**src/rtl/ahob_ram.sv**
```systemverilog
module ahob_ram #(
    parameter int WIDTH = 16,
    parameter int DEPTH = 128
) (
    input  logic                     i_clk,
    input  logic                     i_we,
    input  logic [$clog2(DEPTH)-1:0] i_waddr,
    input  logic [WIDTH-1:0]         i_wdata,
    input  logic [$clog2(DEPTH)-1:0] i_raddr,
    output logic [WIDTH-1:0]         o_rdata
);

    logic [WIDTH-1:0] r_mem [DEPTH];
    logic [WIDTH-1:0] r_rdata;

    always_ff @(posedge i_clk) begin
        if (i_we) begin
            r_mem[i_waddr] <= i_wdata;
        end
        r_rdata <= r_mem[i_raddr];
    end

    assign o_rdata = r_rdata;

endmodule
```
**config.mk**
```make
export PLATFORM = sky130hd
export DESIGN_NAME = ahob_ram
export DESIGN_NICKNAME = d
export VERILOG_FILES = /design/src/rtl/ahob_ram.sv
export SDC_FILE = /design/constraint.sdc
export NUM_CORES = 2
export LEC_CHECK = 0
export BUFFER_PORTS_ARGS = -buffer_cell sky130_fd_sc_hd__buf_2
export CORE_ASPECT_RATIO = 0.5
export CORE_MARGIN = 5
export CORE_UTILIZATION = 57
export CTS_BUF_LIST = sky130_fd_sc_hd__clkbuf_8 sky130_fd_sc_hd__clkbuf_16
export DETAILED_ROUTE_END_ITERATION = 8
export GPL_TIMING_DRIVEN = 0
export PLACE_DENSITY = 0.78
export SETUP_SLACK_MARGIN = 0.3
export SLEW_MARGIN = 20
export SYNTH_ARGS = -nofsm -noshare
export SYNTH_HDL_FRONTEND = slang
export SYNTH_SLANG_ARGS = --single-unit
```
**constraint.sdc**
```tcl
create_clock -name i_clk -period 2.9 [get_ports i_clk]
set_input_delay 0.29 -clock i_clk [delete_from_list [all_inputs] [get_ports i_clk]]
set_output_delay 0.29 -clock i_clk [all_outputs]
set_load 0.03 [all_outputs]
```
==> impl_metrics.csv <==
group,metric,value,unit
drt,drc,0,
sta,rsz0062_at_grt,"true",
synth,yosysUniqueCellTypes,17,
global_routing,grt_pass1_wl,309,mm
drt,routed_wl,223,mm
setup_path,path_cells,"clkbuf_1 > nor2b_1 > nand3_1 > clkbuf_2 > nor2_2",
floorplanning,core-area,0.137,mm^2
floorplanning,pin_count,48,
power_and_ir_drop,vdd_ir_drop_max,0.669,mV
power_and_ir_drop,p_leak,27.6,nW
synth,syn-instance-count,3086,
floorplanning,initial_core_util,57.3,%
drt,drtAntennaViolNets,0,
setup_path,path_max_fanout,16,
cts,cts.sinks,2064,
sta,setup_viol,2,
cts,postCtsSetupBuffers,0,
sta,fin_worst_skew,25.2,ps
floorplanning,die_h,272,um
placed_design,portBuffers,37,
placed_design,hpwl,131,mm
cells_and_area,fin_util,65.1,%
global_routing,grt_pass1_vias,39071,
floorplanning,rows,96,
cells_and_area,fillers,7793,
setup_path,crit_family,"simple AND/OR/NAND/NOR gates",
setup_path,startpoint_type,"input port",
drt,firstDrtPassIters,8,
sta,fin_crit_sh,100,%
drt,vias,39657,
cts,numCtsBuffers,171,
min_path,hold_path_class,"in2reg",
power_and_ir_drop,powerDensity,671,mW/mm^2
synth,ys_seq_area_share,78.7,%
setup_path,crit_path_end_kind,"flip-flop",
synth,netlist_area,0.0785,mm^2
global_routing,grt.total_usage,30.8,%
sta,fmax,344,MHz
sta,hold_viol_final,0,
global_routing,grt_overflow_total,0,
sta,slew_violations,0,
synth,yosys_warnings,0,
setup_path,slowest_delay,990,ps
cells_and_area,layout_commonest_cell,"edfxtp_1",
drt,wl_per_cell,41.4,um
cells_and_area,final_cell_area,0.0891,mm^2
synth,avgSynthCellArea,25.4,um^2
run_status,violations,"negative setup slack",
sta,finalCriticalPeriod,2900,ps
synth,synth_area_leaders,"edfxtp_1, mux4_2, nor2_1",
cells_and_area,area_growth,13.5,%
cts,clk_pin_slew,60,ps
synth,syn-num-nets,3118,
floorplanning,dieArea,0.146,mm^2
cts,clkLatencyLatePin,810,ps
setup_path,arrival,3320,ps
sta,worst_pin_slew,1030,ps
cells_and_area,stdcell_count,5382,
placed_design,place_area,0.0833,mm^2
cts,htreeDepth,4,
placed_design,dp_slack,-1110,ps
synth,yosys.area.top_type,"edfxtp_1",
global_routing,grt_max_degree,107,
drt,initialDrtViolationCount,7815,
sta,finalWorstSetupSlack,-2.97,ps
job,drv_cap,0,
global_routing,antenna_found_initial,28,
setup_path,cp.required,3320,ps
cells_and_area,layout.nets,3452,
synth,synth_top_area_share,78.3,%
synth,yosys_register_bits,2064,
cts,cts_tree,"done",
run_status,run_status,"complete, but fails checks",
placed_design,post-place-cells,5044,
placed_design,gp_congestion,0.930,
sta,timing.hold.ws,196,ps
sta,max_slew_margin,31.4,%
cts,cts_root_buf,"clkbuf_16",
setup_path,crit_slowest_cell,"nor2_2",
setup_path,crit_buf_inv,2,
floorplanning,fp.dieW,535,um
drt,vias_per_cell,7.37,
cells_and_area,final_cell_mix,"edfxtp_1, mux4_2, clkbuf_16",
setup_path,crit_type,"in2reg",
cells_and_area,layout-drive-gt1-share,37.5,%
cts,clockBufferDepth,3,
==> Yosys cell counts (all sizes together) <==
cell type,instances
edfxtp,2048
mux4,672
nor2,122
buf,82
clkbuf,82
dfxtp,16
mux2,16
nand2,14
nand3,12
nor3,9
nor2b,7
nand4,3
nand2b,2
or3,1
==> final timing paths <==
path,end,start,cells after the start,slack (ps)
max,r_mem[27][6],i_waddr[1],5,-3
min,o_rdata[4],i_raddr[5],2,200
max reg2reg,o_rdata[12],r_mem[21][12],4,140
min reg2reg,o_rdata[4],r_mem[101][4],4,1250
==> flip-flops by register name, indices dropped and copies added (netlist names) <==
name / count
o_rdata: 16
r_mem: 2048
==> through the flow <==
step                       TNS, ps  power, W
final                        -3.65    0.0598
after global placement    -1242940    0.0369
after detailed placement   -151110    0.0371
after global routing             0    0.0612
after CTS                        0    0.0596
after floorplan                  0    0.0354
==> cell type report <==
cell class	count	area [um^2]	area share (%)
antenna	17	42.5	0.0477
buffer	164	1200	1.34
clock buffer	177	4380	4.92
clock inverter	128	985	1.10
multi-input combinational	858	16400	18.4
sequential	2064	61800	69.3
tap	1813	2270	2.54
timing repair buffer	161	2030	2.27
==> repair_timing <==
action,CTS,global route
hold buffers,16,0
cloned,0,0
endpoints found under the setup margin,31,151
gates resized for setup,43,29
pin swaps,0,0
hold endpoints to repair,752,0
==> power breakdown <==
| group | leakage [nW] | switching, W | internal (W) |
|---|---|---|---|
| logic | 6.28 | 0.00242 | 0.00137 |
| registers | 18.5 | 0.0000497 | 0.0329 |
| clock network | 2.77 | 0.0110 | 0.0121 |
==> kinds of logic after synthesis <==
logic type | count (synthesis) | share of synthesized area (%)
flops | 2064 | 78.7
simple gates | 170 | 0.888
mux | 688 | 19.5
buf+inv | 164 | 0.881
==> metal layers <==
| metal | up-vias | part of all wire (%) | GRT usage (%) |
|---|---|---|---|
| li1 | 14139 | - | - |
| met2 | 4186 | 46 | 45.9 |
| met4 | 22 | 5.9 | 14.8 |
| met1 | 20529 | 32 | 40.7 |
| met5 | - | 0.094 | 0 |
| met3 | 781 | 16 | 11.5 |
Note: power is estimated with default switching activity, not from simulation.
